$ cat config.mk
export PLATFORM = sky130hd
export DESIGN_NAME = dual_chain_led_shift_refresher_unit_flat
export DESIGN_NICKNAME = d
export VERILOG_FILES = /design/src/dclsr_pkg.sv /design/src/dclsr_if.sv /design/src/dual_chain_led_shift_refresher_unit.sv /design/src/dclsr_word_buf.sv /design/src/dclsr_serializer.sv /design/src/flat_wrapper.sv
export SDC_FILE = /design/constraint.sdc
export NUM_CORES = 1
export LEC_CHECK = 0
export ABC_AREA = 1
export BUFFER_PORTS_ARGS = -buffer_cell sky130_fd_sc_hd__buf_4
export CAP_MARGIN = 40
export CELL_PAD_IN_SITES_DETAIL_PLACEMENT = 0
export CELL_PAD_IN_SITES_GLOBAL_PLACEMENT = 1
export CORE_MARGIN = 5
export CORE_UTILIZATION = 30
export DETAILED_ROUTE_END_ITERATION = 6
export PLACE_DENSITY = 0.6
export REMOVE_ABC_BUFFERS = 1
export SYNTH_ARGS = -nofsm -noshare
export SYNTH_HDL_FRONTEND = slang
export SYNTH_SLANG_ARGS = --single-unit
$ cat constraint.sdc
create_clock -name clk -period 6.16 [get_ports clk]
set_clock_uncertainty 0.2 [all_clocks]
set_input_delay 0.616 -clock clk [delete_from_list [all_inputs] [get_ports clk]]
set_output_delay 0.616 -clock clk [all_outputs]
set_load 0.02 [all_outputs]
$ cat src/dclsr_pkg.sv
// Shared types and constants for the dual-chain LED shift refresher.
// No dependencies; every other file in src imports this package.
package dclsr_pkg;

  localparam int WORD_BITS = 16;
  localparam int BIT_W     = $clog2(WORD_BITS);
  localparam int LEN_W     = 4;
  localparam int IVL_W     = 8;
  localparam int IDX_W     = 3;
  localparam int REG_W     = 2;
  localparam int CFG_DW    = 8;

  typedef enum logic [1:0] {
    OP_WRITE     = 2'd0,
    OP_MS_TICK   = 2'd1,
    OP_SLOT_TICK = 2'd2
  } op_t;

  localparam logic [REG_W-1:0] REG_INTERVAL   = 2'd0;
  localparam logic [REG_W-1:0] REG_FIRST_LEN  = 2'd1;
  localparam logic [REG_W-1:0] REG_SECOND_LEN = 2'd2;

  localparam logic [IVL_W-1:0] INTERVAL_RESET   = 8'd25;
  localparam logic [LEN_W-1:0] FIRST_LEN_RESET  = 4'd6;
  localparam logic [LEN_W-1:0] SECOND_LEN_RESET = 4'd8;
  localparam logic [IVL_W-1:0] COUNT_MAX        = 8'd255;

  typedef struct packed {
    logic [1:0]           operation;
    logic                 chain_select;
    logic [IDX_W-1:0]     word_index;
    logic [WORD_BITS-1:0] word_value;
  } in_item_t;

  typedef struct packed {
    logic first_data_bit;
    logic second_data_bit;
    logic shift_clock_pulse;
    logic latch_pulse;
    logic frame_busy;
  } out_item_t;

  typedef struct packed {
    logic [IVL_W-1:0] refresh_interval;
    logic [LEN_W-1:0] first_chain_length;
    logic [LEN_W-1:0] second_chain_length;
  } cfg_regs_t;

endpackage

$ cat src/dclsr_if.sv
// Handshake channels of the dual-chain LED shift refresher: items, results, register writes.
// Depends on dclsr_pkg for field widths.
interface dclsr_item_if import dclsr_pkg::*; ();
  logic                 valid;
  logic                 ready;
  logic [1:0]           operation;
  logic                 chain_select;
  logic [IDX_W-1:0]     word_index;
  logic [WORD_BITS-1:0] word_value;

  modport source (output valid, operation, chain_select, word_index, word_value,
                  input ready);
  modport sink (input valid, operation, chain_select, word_index, word_value,
                output ready);
endinterface

interface dclsr_result_if;
  logic valid;
  logic ready;
  logic first_data_bit;
  logic second_data_bit;
  logic shift_clock_pulse;
  logic latch_pulse;
  logic frame_busy;

  modport source (output valid, first_data_bit, second_data_bit, shift_clock_pulse,
                  latch_pulse, frame_busy, input ready);
  modport sink (input valid, first_data_bit, second_data_bit, shift_clock_pulse,
                latch_pulse, frame_busy, output ready);
endinterface

interface dclsr_cfg_if import dclsr_pkg::*; ();
  logic              valid;
  logic              ready;
  logic [REG_W-1:0]  index;
  logic [CFG_DW-1:0] data;

  modport source (output valid, index, data, input ready);
  modport sink (input valid, index, data, output ready);
endinterface

$ cat src/dual_chain_led_shift_refresher_unit.sv
// Top level of the dual-chain LED shift refresher: input and result registers, config registers.
// Depends on dclsr_pkg, dclsr_if, dclsr_word_buf and dclsr_serializer.
//
//   Channel   Direction  Beat carries
//   item      in         operation, chain_select, word_index, word_value
//   result    out        first/second_data_bit, shift_clock_pulse, latch_pulse, frame_busy
//   cfg       in         register index and data (always ready)
//
// Each item passes through two registers from its input beat to its result beat: the input
// register, then the result register. A new item is taken every cycle unless the result stalls.
// The input register only moves on when the result register is empty or being drained,
// so a stalled result holds the item behind it.
// Synchronous reset clears the buffers and arms one zero frame.
module dual_chain_led_shift_refresher_unit import dclsr_pkg::*; #(
  parameter int MAX_WORDS = 8
) (
  input  logic           clk,
  input  logic           rst,
  dclsr_item_if.sink     item,
  dclsr_result_if.source result,
  dclsr_cfg_if.sink      cfg
);

  localparam int WIDX_W = (MAX_WORDS > 1) ? $clog2(MAX_WORDS) : 1;

  logic                 s1_valid;
  in_item_t             s1_item;
  logic                 out_valid;
  out_item_t            out_res;
  cfg_regs_t            regs;
  logic                 advance;
  out_item_t            res;
  logic [WIDX_W-1:0]    slot;
  logic [WORD_BITS-1:0] first_pick;
  logic [WORD_BITS-1:0] second_pick;
  logic                 wr_beat;

  assign advance    = s1_valid && (!out_valid || result.ready);
  assign item.ready = !s1_valid || advance;
  assign cfg.ready  = 1'b1;
  assign wr_beat    = advance && (s1_item.operation == OP_WRITE);

  always_ff @(posedge clk) begin
    if (rst) begin
      s1_valid <= 1'b0;
    end else if (item.ready) begin
      s1_valid <= item.valid;
    end
  end

  always_ff @(posedge clk) begin
    if (item.ready && item.valid) begin
      s1_item.operation    <= item.operation;
      s1_item.chain_select <= item.chain_select;
      s1_item.word_index   <= item.word_index;
      s1_item.word_value   <= item.word_value;
    end
  end

  always_ff @(posedge clk) begin
    if (rst) begin
      out_valid <= 1'b0;
    end else if (advance) begin
      out_valid <= 1'b1;
    end else if (result.ready) begin
      out_valid <= 1'b0;
    end
  end

  always_ff @(posedge clk) begin
    if (advance) begin
      out_res <= res;
    end
  end

  always_ff @(posedge clk) begin
    if (rst) begin
      regs.refresh_interval    <= INTERVAL_RESET;
      regs.first_chain_length  <= FIRST_LEN_RESET;
      regs.second_chain_length <= SECOND_LEN_RESET;
    end else if (cfg.valid) begin
      unique case (cfg.index)
        REG_INTERVAL:   regs.refresh_interval    <= cfg.data;
        REG_FIRST_LEN:  regs.first_chain_length  <= cfg.data[LEN_W-1:0];
        REG_SECOND_LEN: regs.second_chain_length <= cfg.data[LEN_W-1:0];
        default: begin
        end
      endcase
    end
  end

  dclsr_word_buf #(.MAX_WORDS(MAX_WORDS)) u_first_buf (
    .clk      (clk),
    .rst      (rst),
    .wr_en    (wr_beat && !s1_item.chain_select),
    .wr_index (s1_item.word_index),
    .wr_value (s1_item.word_value),
    .length   (regs.first_chain_length),
    .slot     (slot),
    .word     (first_pick)
  );

  dclsr_word_buf #(.MAX_WORDS(MAX_WORDS)) u_second_buf (
    .clk      (clk),
    .rst      (rst),
    .wr_en    (wr_beat && s1_item.chain_select),
    .wr_index (s1_item.word_index),
    .wr_value (s1_item.word_value),
    .length   (regs.second_chain_length),
    .slot     (slot),
    .word     (second_pick)
  );

  dclsr_serializer #(.MAX_WORDS(MAX_WORDS)) u_serializer (
    .clk         (clk),
    .rst         (rst),
    .step        (advance),
    .item        (s1_item),
    .regs        (regs),
    .first_pick  (first_pick),
    .second_pick (second_pick),
    .slot        (slot),
    .res         (res)
  );

  assign result.valid             = out_valid;
  assign result.first_data_bit    = out_res.first_data_bit;
  assign result.second_data_bit   = out_res.second_data_bit;
  assign result.shift_clock_pulse = out_res.shift_clock_pulse;
  assign result.latch_pulse       = out_res.latch_pulse;
  assign result.frame_busy        = out_res.frame_busy;

endmodule

$ cat src/dclsr_word_buf.sv
// Word buffer of one chain, with the front-padding word selection for a frame slot.
// Depends on dclsr_pkg.
module dclsr_word_buf import dclsr_pkg::*; #(
  parameter int MAX_WORDS = 8
) (
  input  logic                 clk,
  input  logic                 rst,
  input  logic                 wr_en,
  input  logic [IDX_W-1:0]     wr_index,
  input  logic [WORD_BITS-1:0] wr_value,
  input  logic [LEN_W-1:0]     length,
  input  logic [((MAX_WORDS > 1) ? $clog2(MAX_WORDS) : 1)-1:0] slot,
  output logic [WORD_BITS-1:0] word
);

  localparam int WIDX_W = (MAX_WORDS > 1) ? $clog2(MAX_WORDS) : 1;
  localparam int CNT_W  = $clog2(MAX_WORDS + 1);
  localparam int CW     = (CNT_W > LEN_W) ? CNT_W : LEN_W;

  logic [WORD_BITS-1:0] words [MAX_WORDS];

  logic [CW-1:0]     len_ext;
  logic [CW-1:0]     depth;
  logic [CW-1:0]     used;
  logic [CW-1:0]     offset;
  logic [CW-1:0]     slot_ext;
  logic [CW-1:0]     k_ext;
  logic [WIDX_W-1:0] k;
  logic              wr_ok;

  assign wr_ok = CW'(wr_index) < CW'(MAX_WORDS);

  always_ff @(posedge clk) begin
    if (rst) begin
      for (int i = 0; i < MAX_WORDS; i++) begin
        words[i] <= '0;
      end
    end else if (wr_en && wr_ok) begin
      words[WIDX_W'(wr_index)] <= wr_value;
    end
  end

  // A chain shorter than the frame sits at the back; the slots in front of it send zero.
  always_comb begin
    len_ext  = CW'(length);
    depth    = CW'(MAX_WORDS);
    used     = (len_ext > depth) ? depth : len_ext;
    offset   = depth - used;
    slot_ext = CW'(slot);
    k_ext    = slot_ext - offset;
    k        = WIDX_W'(k_ext);
    word     = (slot_ext >= offset) ? words[k] : '0;
  end

endmodule

$ cat src/dclsr_serializer.sv
// Refresh counter, frame sequencer and the two output shift words.
// Depends on dclsr_pkg; the word buffers are read through first_pick and second_pick.
module dclsr_serializer import dclsr_pkg::*; #(
  parameter int MAX_WORDS = 8
) (
  input  logic                 clk,
  input  logic                 rst,
  input  logic                 step,
  input  in_item_t             item,
  input  cfg_regs_t            regs,
  input  logic [WORD_BITS-1:0] first_pick,
  input  logic [WORD_BITS-1:0] second_pick,
  output logic [((MAX_WORDS > 1) ? $clog2(MAX_WORDS) : 1)-1:0] slot,
  output out_item_t            res
);

  localparam int WIDX_W = (MAX_WORDS > 1) ? $clog2(MAX_WORDS) : 1;

  logic [IVL_W-1:0]     refresh_count, refresh_count_next;
  logic                 frame_pending, frame_pending_next;
  logic                 frame_active, frame_active_next;
  logic [WIDX_W-1:0]    pos_word, pos_word_next;
  logic [BIT_W-1:0]     pos_bit, pos_bit_next;
  logic [WORD_BITS-1:0] first_shift, first_shift_next;
  logic [WORD_BITS-1:0] second_shift, second_shift_next;

  logic [IVL_W-1:0]     count_inc;
  logic [WIDX_W-1:0]    cur_word;
  logic [BIT_W-1:0]     cur_bit;
  logic                 last_slot;
  logic [WORD_BITS-1:0] first_src;
  logic [WORD_BITS-1:0] second_src;

  // A frame that is about to start runs from slot zero.
  assign cur_word  = frame_active ? pos_word : '0;
  assign cur_bit   = frame_active ? pos_bit : '0;
  assign slot      = cur_word;
  assign last_slot = (cur_word == WIDX_W'(MAX_WORDS - 1)) && (cur_bit == BIT_W'(WORD_BITS - 1));
  assign count_inc = (refresh_count < COUNT_MAX) ? refresh_count + 1'b1 : refresh_count;
  assign first_src  = (cur_bit == '0) ? first_pick : first_shift;
  assign second_src = (cur_bit == '0) ? second_pick : second_shift;

  always_comb begin
    refresh_count_next = refresh_count;
    frame_pending_next = frame_pending;
    frame_active_next  = frame_active;
    pos_word_next      = pos_word;
    pos_bit_next       = pos_bit;
    first_shift_next   = first_shift;
    second_shift_next  = second_shift;
    res                = '0;
    res.frame_busy     = frame_active;

    case (item.operation)
      OP_MS_TICK: begin
        refresh_count_next = count_inc;
        if (count_inc >= regs.refresh_interval) begin
          refresh_count_next = '0;
          frame_pending_next = 1'b1;
        end
      end
      OP_SLOT_TICK: begin
        if (frame_active || frame_pending) begin
          if (!frame_active) begin
            frame_pending_next = 1'b0;
          end
          res.first_data_bit    = first_src[WORD_BITS-1];
          res.second_data_bit   = second_src[WORD_BITS-1];
          res.shift_clock_pulse = 1'b1;
          res.frame_busy        = 1'b1;
          first_shift_next      = first_src << 1;
          second_shift_next     = second_src << 1;
          if (last_slot) begin
            res.latch_pulse   = 1'b1;
            frame_active_next = 1'b0;
            pos_word_next     = '0;
            pos_bit_next      = '0;
            first_shift_next  = '0;
            second_shift_next = '0;
          end else begin
            frame_active_next = 1'b1;
            pos_bit_next      = cur_bit + 1'b1;
            pos_word_next     = (cur_bit == BIT_W'(WORD_BITS - 1)) ? cur_word + 1'b1 : cur_word;
          end
        end
      end
      default: begin
      end
    endcase
  end

  always_ff @(posedge clk) begin
    if (rst) begin
      refresh_count <= '0;
      frame_pending <= 1'b1;
      frame_active  <= 1'b0;
      pos_word      <= '0;
      pos_bit       <= '0;
      first_shift   <= '0;
      second_shift  <= '0;
    end else if (step) begin
      refresh_count <= refresh_count_next;
      frame_pending <= frame_pending_next;
      frame_active  <= frame_active_next;
      pos_word      <= pos_word_next;
      pos_bit       <= pos_bit_next;
      first_shift   <= first_shift_next;
      second_shift  <= second_shift_next;
    end
  end

  a_latch_ends_frame: assert property (@(posedge clk) disable iff (rst)
    (step && res.latch_pulse) |=> !frame_active)
    else $error("frame still active after latch slot");

  a_mid_frame_stays: assert property (@(posedge clk) disable iff (rst)
    (step && res.shift_clock_pulse && !res.latch_pulse) |=> frame_active)
    else $error("frame dropped before its final slot");

  a_tick_count: assert property (@(posedge clk) disable iff (rst)
    (step && item.operation == OP_MS_TICK) |=> (refresh_count != '0 || frame_pending))
    else $error("refresh counter cleared without a frame request");

  a_idle_shift_clear: assert property (@(posedge clk) disable iff (rst)
    !frame_active |-> (first_shift == '0 && second_shift == '0))
    else $error("shift words not clear while idle");

endmodule
$ cat src/flat_wrapper.sv
// flat-port wrapper written by rule: the top's interface ports become plain ports
module dual_chain_led_shift_refresher_unit_flat import dclsr_pkg::*;
#(
  parameter int MAX_WORDS = 8
)
  (clk, rst, item_valid, item_operation, item_chain_select, item_word_index, item_word_value, item_ready, result_valid, result_first_data_bit, result_second_data_bit, result_shift_clock_pulse, result_latch_pulse, result_frame_busy, result_ready, cfg_valid, cfg_index, cfg_data, cfg_ready);
  dclsr_item_if item_i ();
  dclsr_result_if result_i ();
  dclsr_cfg_if cfg_i ();
  input  logic clk;
  input  logic rst;
  input wire logic [$bits(item_i.valid)-1:0] item_valid;
  input wire logic [$bits(item_i.operation)-1:0] item_operation;
  input wire logic [$bits(item_i.chain_select)-1:0] item_chain_select;
  input wire logic [$bits(item_i.word_index)-1:0] item_word_index;
  input wire logic [$bits(item_i.word_value)-1:0] item_word_value;
  output wire logic [$bits(item_i.ready)-1:0] item_ready;
  output wire logic [$bits(result_i.valid)-1:0] result_valid;
  output wire logic [$bits(result_i.first_data_bit)-1:0] result_first_data_bit;
  output wire logic [$bits(result_i.second_data_bit)-1:0] result_second_data_bit;
  output wire logic [$bits(result_i.shift_clock_pulse)-1:0] result_shift_clock_pulse;
  output wire logic [$bits(result_i.latch_pulse)-1:0] result_latch_pulse;
  output wire logic [$bits(result_i.frame_busy)-1:0] result_frame_busy;
  input wire logic [$bits(result_i.ready)-1:0] result_ready;
  input wire logic [$bits(cfg_i.valid)-1:0] cfg_valid;
  input wire logic [$bits(cfg_i.index)-1:0] cfg_index;
  input wire logic [$bits(cfg_i.data)-1:0] cfg_data;
  output wire logic [$bits(cfg_i.ready)-1:0] cfg_ready;
  assign item_i.valid = item_valid;
  assign item_i.operation = item_operation;
  assign item_i.chain_select = item_chain_select;
  assign item_i.word_index = item_word_index;
  assign item_i.word_value = item_word_value;
  assign item_ready = item_i.ready;
  assign result_valid = result_i.valid;
  assign result_first_data_bit = result_i.first_data_bit;
  assign result_second_data_bit = result_i.second_data_bit;
  assign result_shift_clock_pulse = result_i.shift_clock_pulse;
  assign result_latch_pulse = result_i.latch_pulse;
  assign result_frame_busy = result_i.frame_busy;
  assign result_i.ready = result_ready;
  assign cfg_i.valid = cfg_valid;
  assign cfg_i.index = cfg_index;
  assign cfg_i.data = cfg_data;
  assign cfg_ready = cfg_i.ready;
  dual_chain_led_shift_refresher_unit #(.MAX_WORDS(MAX_WORDS)) u_core (.clk(clk), .rst(rst), .item(item_i), .result(result_i), .cfg(cfg_i));
endmodule
# Yosys cells after proc, flatten, opt, wreduce, memory -nomap -nowiden
# Memories as Yosys holds them, arrays and structs flattened.
# Index checks and enable logic that the tools add are counted.
# W data, S select, Z words.
# classes
n_reduce_logical,26
eq_ne,9
n_mux,39
n_addsub,7
n_lt_le_gt_ge,6
# op_table
operator,count
$mux W16,8
$reduce_or A16 Y1,2
$mux W1,18
$mux W3,6
$mux W4,4
$mux W8,2
$reduce_and A2 Y1,5
$add A8 B1 Y8 const B,1
$ge A3 B4 Y1,2
$ge A8 B8 Y1,1
$gt A4 B4 Y1 const B,2
$lt A8 B8 Y1 const B,1
$sub A4 B4 Y4 const A,2
$logic_and A1 B1 Y1,6
$ne A2 B2 Y1 const B,3
$sub A3 B3 Y3,2
$reduce_and A5 Y1,1
$add A4 B1 Y4 const B,1
$eq A2 B1 Y1 const B,2
$eq A2 B2 Y1 const B,2
$eq A4 B4 Y1 const B,1
$logic_not A2 Y1,2
$logic_not A4 Y1,1
$reduce_bool A2 Y1,2
other kinds (6),10
# totals
register_bits,94
elab_cells,110
mem_bits_rw,256
n_memories,2
# mem_list
memory,words,width,rd,rd_clocked_by_memory_dff,write_ports,line_no,text
u_core.u_first_buf.words,8,16,1,0,8,dclsr_word_buf.sv:20,logic [WORD_BITS-1:0] words [MAX_WORDS];
u_core.u_second_buf.words,8,16,1,0,8,dclsr_word_buf.sv:20,

# Depth between registers and ports, before layout
# logic_depth
word_depth,10
depth_mapped,17
depth_no_buf,17

# Cells and area by module
# Synthesis repeated with hierarchy kept, for this count alone.
# hier_totals
cells_unflattened,2043
hier_area_um2,17261.6
# by_module_without_submodules
module,cells_each,seq_area_each_um2,area_per_inst_um2,n_inst
dclsr_word_buf,732,3843.7,6417.4,2
dclsr_serializer,438,940.9,2831.5,1
dual_chain_led_shift_refresher_unit,141,1171.1,1595.3,1

# Least setup slack after synthesis
# No wires, ideal clock.
# synth_path
kind,reg-to-reg
start,"register, netlist name u_core.regs[0]"
end,register u_core.out_res (netlist bit u_core.result.second_data_bit) (data pin)
t_arrival_ps,2231
n_path_buf,2
path_stages_with_launch,13
period_less_slack_ps,2577
setup_ps,146
setup_slack_ps,3583
t_required_ps,5814
path_cell_list,dfxtp_1 -> inv_1 -> nor2_1 -> inv_1 -> ha_1 -> inv_1 -> fa_1 -> buf_2 -> buf_1 -> o21ai_0 -> o211ai_1 -> nand3_1 -> a21oi_1
# synth_between
elab_chain_len,7
elab_cells_between_ends,8
# synth_lines
item,line_no,text
$gt A4 B4 Y1,dclsr_word_buf.sv:47,used = (len_ext > depth) ? depth : len_ext;
$mux W4 *,dclsr_word_buf.sv:47,
$sub A4 B4 Y4 *,dclsr_word_buf.sv:48,offset = depth - used;
$sub A3 B3 Y3,dclsr_word_buf.sv:50,k_ext = slot_ext - offset;
$mem_v2 Z8 W16,--,
$mux W16 *,dclsr_word_buf.sv:52,word = (slot_ext >= offset) ? words[k] : '0;
$mux W16 *,dclsr_serializer.sv:41,assign second_src = (cur_bit == '0) ? second_pick : second_shift;
end signal: assignment,dual_chain_led_shift_refresher_unit.sv:72,out_res <= res;
end: declaration,dual_chain_led_shift_refresher_unit.sv:29,out_item_t out_res;
# Every way passes the cells marked *; elsewhere a longest branch is shown, timed or not.
# A chain may end at the register's enable or synchronous reset.

# Worst setup path after layout
# layout_path
start,"register, netlist name u_core.regs[4]"
end,register u_core.u_serializer.first_shift[14]
# layout_between
elab_chain_len,8
elab_cells_between_ends,9
# layout_lines
item,line_no,text
$gt A4 B4 Y1,dclsr_word_buf.sv:47,
$mux W4 *,dclsr_word_buf.sv:47,
$sub A4 B4 Y4 *,dclsr_word_buf.sv:48,
$sub A3 B3 Y3,dclsr_word_buf.sv:50,
$mem_v2 Z8 W16,--,
$mux W16 *,dclsr_word_buf.sv:52,
$mux W16 *,dclsr_serializer.sv:40,assign first_src = (cur_bit == '0) ? first_pick : first_shift;
$mux W16 *,dclsr_serializer.sv:73,if (last_slot) begin
end signal: assignment,dclsr_serializer.sv:107,first_shift <= first_shift_next;
end: declaration,dclsr_serializer.sv:24,"logic [WORD_BITS-1:0] first_shift, first_shift_next;"
# Marks and branches as above.

==> flow_metrics.py <==
metrics = {
    "min_path": {
        "min_to": "u_core.s1_item[5]",
        "worstHoldStart": "item_word_value[5]",
        "hp-class": "input port to flop",
        "hold-path-cell-count": 1,
    },
    "setup_path": {
        "crit_fanout": 35,
        "rrSetupSlack_ns": 2.65,
        "reg2reg_to": "u_core.u_serializer.first_shift[14]",
        "path_buf_inv": 6,
        "cp-end-kind": "flop",
        "arrival_ns": 3.79,
        "slowest_delay_ns": 0.51,
        "rr_startpoint": "u_core.regs[4]",
        "crit_slowest_cell": "fa_1",
        "critical_path_class": "flop to flop",
        "reg2regPathDepth": 16,
        "crit_family": "buffers and inverters",
        "worstPathCellList": "inv_1, nor2_1, inv_1, ha_1, inv_1, fa_1, buf_4, inv_1, buf_16, nand3_1, nand3_1, nand2_1, nand2_1, nand2_1, nand2_1, a21oi_1",
        "critPathLaunchType": "flop",
        "required_ns": 6.44,
    },
    "sta": {
        "setup_viol": 0,
        "worst_pin_slew_ns": 0.9033,
        "period_minus_slack_ns": 3.513,
        "timing.setup.tns_ns": 0,
        "fmax_mhz": 284.7,
        "rsz0062_at_grt": "false",
        "slew_violations": 0,
        "final.period_utilization_pct": 57.02,
        "hold_slack_ns": 0.03739,
        "hold_violations": 0,
        "timing.slew.headroom_pct": 39.71,
    },
    "route": {
        "drt_wl_total_um": 42430,
        "drt_iter0_markers": 795,
        "vias_per_cell": 4.634,
        "antenna_left": 0,
        "first_pass_iters": 5,
        "drc": 0,
        "wl_per_cell_um": 17.16,
        "vias": 11460,
    },
    "yosys": {
        "syn-cell-area_um2": 16150,
        "synth_edf_count": 283,
        "ys_ff_latch": 348,
        "yosysWarnings": 0,
        "async_reset_ff_share_pct": 0,
        "synth_cells": 1726,
        "seq_area_frac_synth_pct": 60.68,
        "synth_cell_types": 35,
        "synth_ff_type": "edfxtp_1",
        "syn_avg_cell_area_um2": 9.356,
    },
    "global_route": {
        "grt_max_degree": 66,
        "grt_pass1_vias": 11200,
        "grt.overflow.total": 0,
        "grt_pass1_wl_um": 67190,
        "antenna_found_initial": 0,
        "grt_use_total_pct": 14.44,
    },
    "layout": {
        "drive_gt1_share_pct": 10.07,
        "seq_area_um2": 9799,
        "final_cell_mix": "508 x nand2_1, 294 x nor2_1, 283 x edfxtp_1",
        "instances_no_fill": 2473,
        "fill_cells": 5398,
        "finalCoreUtilization_pct": 34.46,
        "multiInputGateArea_um2": 5440,
        "final_cell_area_um2": 18470,
        "area_growth_syn_to_layout_pct": 14.38,
        "final_net_count": 1809,
        "n_antenna_cell": 0,
        "final_common_cell": "nand2_1",
    },
    "placement": {
        "dp_hpwl_um": 26730,
        "gp_congestion": 0.7548,
        "place_inst": 2384,
        "post_dp_cell_area_um2": 17020,
        "portBuffers": 43,
    },
    "floorplanning": {
        "start_util_pct": 30.13,
        "core_um2": 53600,
        "boundaryPins": 45,
        "die_area_um2": 58570,
        "die_height_um": 242.0,
        "rows": 85,
        "die_w_um": 242.0,
    },
    "clock_network": {
        "htreeDepth": 2,
        "worstSkewPairLatency_ns": 0.56,
        "clock-root-buffer": "clkbuf_16",
        "cts_tree": "built",
        "clk_pin_slew_worst_paths_ns": 0.06,
        "ctsLongestPathBuffers": 3,
        "postCtsSetupBuffers": 0,
        "cts_buffers": 42,
        "cts.sinks": 348,
    },
    "status": {
        "run_status": "finished clean",
    },
    "power_and_ir_drop": {
        "leakagePower_nw": 7.650,
        "ir_worst_vdd_mv": 0.1773,
        "powerDensity_nw_per_um2": 297.3,
    },
    "run": {
        "max-cap-violations": 0,
    },
}
worst max path at each step:
stage | depth (start not counted) | to | slack [ns] | from
finish | 16 | u_core.u_serializer.first_shift[14] | 2.65 | u_core.regs[4]
global route | 16 | u_core.u_serializer.first_shift[3] | 2.26 | u_core.regs[4]
CTS | 16 | u_core.u_serializer.first_shift[14] | 2.61 | u_core.regs[4]
detailed placement | 9 | u_core.result.second_data_bit | 2.64 | u_core.u_serializer.frame_active
global placement | 13 | u_core.result.first_data_bit | 2.29 | u_core.regs[4]
floorplan | 10 | u_core.u_serializer.first_shift[1] | 2.62 | u_core.u_serializer.frame_active
layer usage:
| metal | GRT usage [%] | vias up | part of all wire, % |
|---|---|---|---|
| li1 | - | 5721 | - |
| met3 | 2.284 | 68 | 5.6 |
| met1 | 21.77 | 5375 | 50 |
| met5 | 0 | - | 0 |
| met4 | 5.237 | 0 | 3.2 |
| met2 | 20.93 | 296 | 42 |
sequential cells by signal, summed over array words and instances (netlist names):
| signal | cells |
|---|---|
| u_core.u_first_buf.words | 128 |
| u_core.u_second_buf.words | 128 |
| u_core.s1_item | 22 |
| u_core.regs | 16 |
| u_core.u_serializer.first_shift | 15 |
| u_core.u_serializer.second_shift | 15 |
| u_core.u_serializer.refresh_count | 8 |
| u_core.u_serializer.pos_bit | 4 |
| u_core.u_serializer.pos_word | 3 |
| u_core.result.first_data_bit | 1 |
| u_core.result.frame_busy | 1 |
| u_core.result.latch_pulse | 1 |
| u_core.result.second_data_bit | 1 |
| u_core.result.shift_clock_pulse | 1 |
| u_core.result.valid | 1 |
| u_core.s1_valid | 1 |
| u_core.u_serializer.frame_active | 1 |
| u_core.u_serializer.frame_pending | 1 |
report_power, final:
group | internal [W] | switching, W
Clock | 0.00137 | 0.000975
Sequential | 0.00261 | 0.0000259
Combinational | 0.000146 | 0.000357
area by class of cell:
class / instances / area share [%]
sequential: 348 / 53.06
multi-input combinational: 1189 / 29.45
clock buffer: 56 / 6.144
tap: 696 / 4.715
timing repair buffer: 78 / 4.010
inverter: 90 / 1.843
clock inverter: 16 / 0.7790
Yosys cell counts (21+ instances only):
library cell	instances	area (um^2)
dfxtp_1	65	1301
ha_1	21	262.8
nor2_1	294	1104
a21oi_1	59	295.3
edfxtp_1	283	8498
buf_2	26	130.1
o21ai_0	33	165.2
nand3_1	191	955.9
buf_6	21	236.5
clkbuf_1	45	168.9
inv_1	83	311.6
nand2_1	508	1907
metrics by stage:
stage	total power, W	setup WS, ns
2_1_floorplan	0.002966	2.623
3_3_place_gp	0.003164	2.285
4_1_cts	0.005570	2.613
3_5_place_dp	0.003189	2.640
5_1_grt	0.005721	2.259
6_report	0.005491	2.647
timing repair:
item	in CTS	in global routing
setup endpoints to repair	0	0
endpoints found under the hold margin	17	0
hold buffers	17	0
gates resized for setup	0	0
kinds of logic after synthesis:
group,share of synthesized area [%]
other,0.02322
flip-flops,60.68
AO/OA/AOI/OAI,3.417
adder cells (fa/ha/maj),1.875
XOR/XNOR,0.2170
buffers and inverters,5.656
AND/OR/NAND/NOR,28.13
No activity file was read; power rests on OpenSTA's default activity.
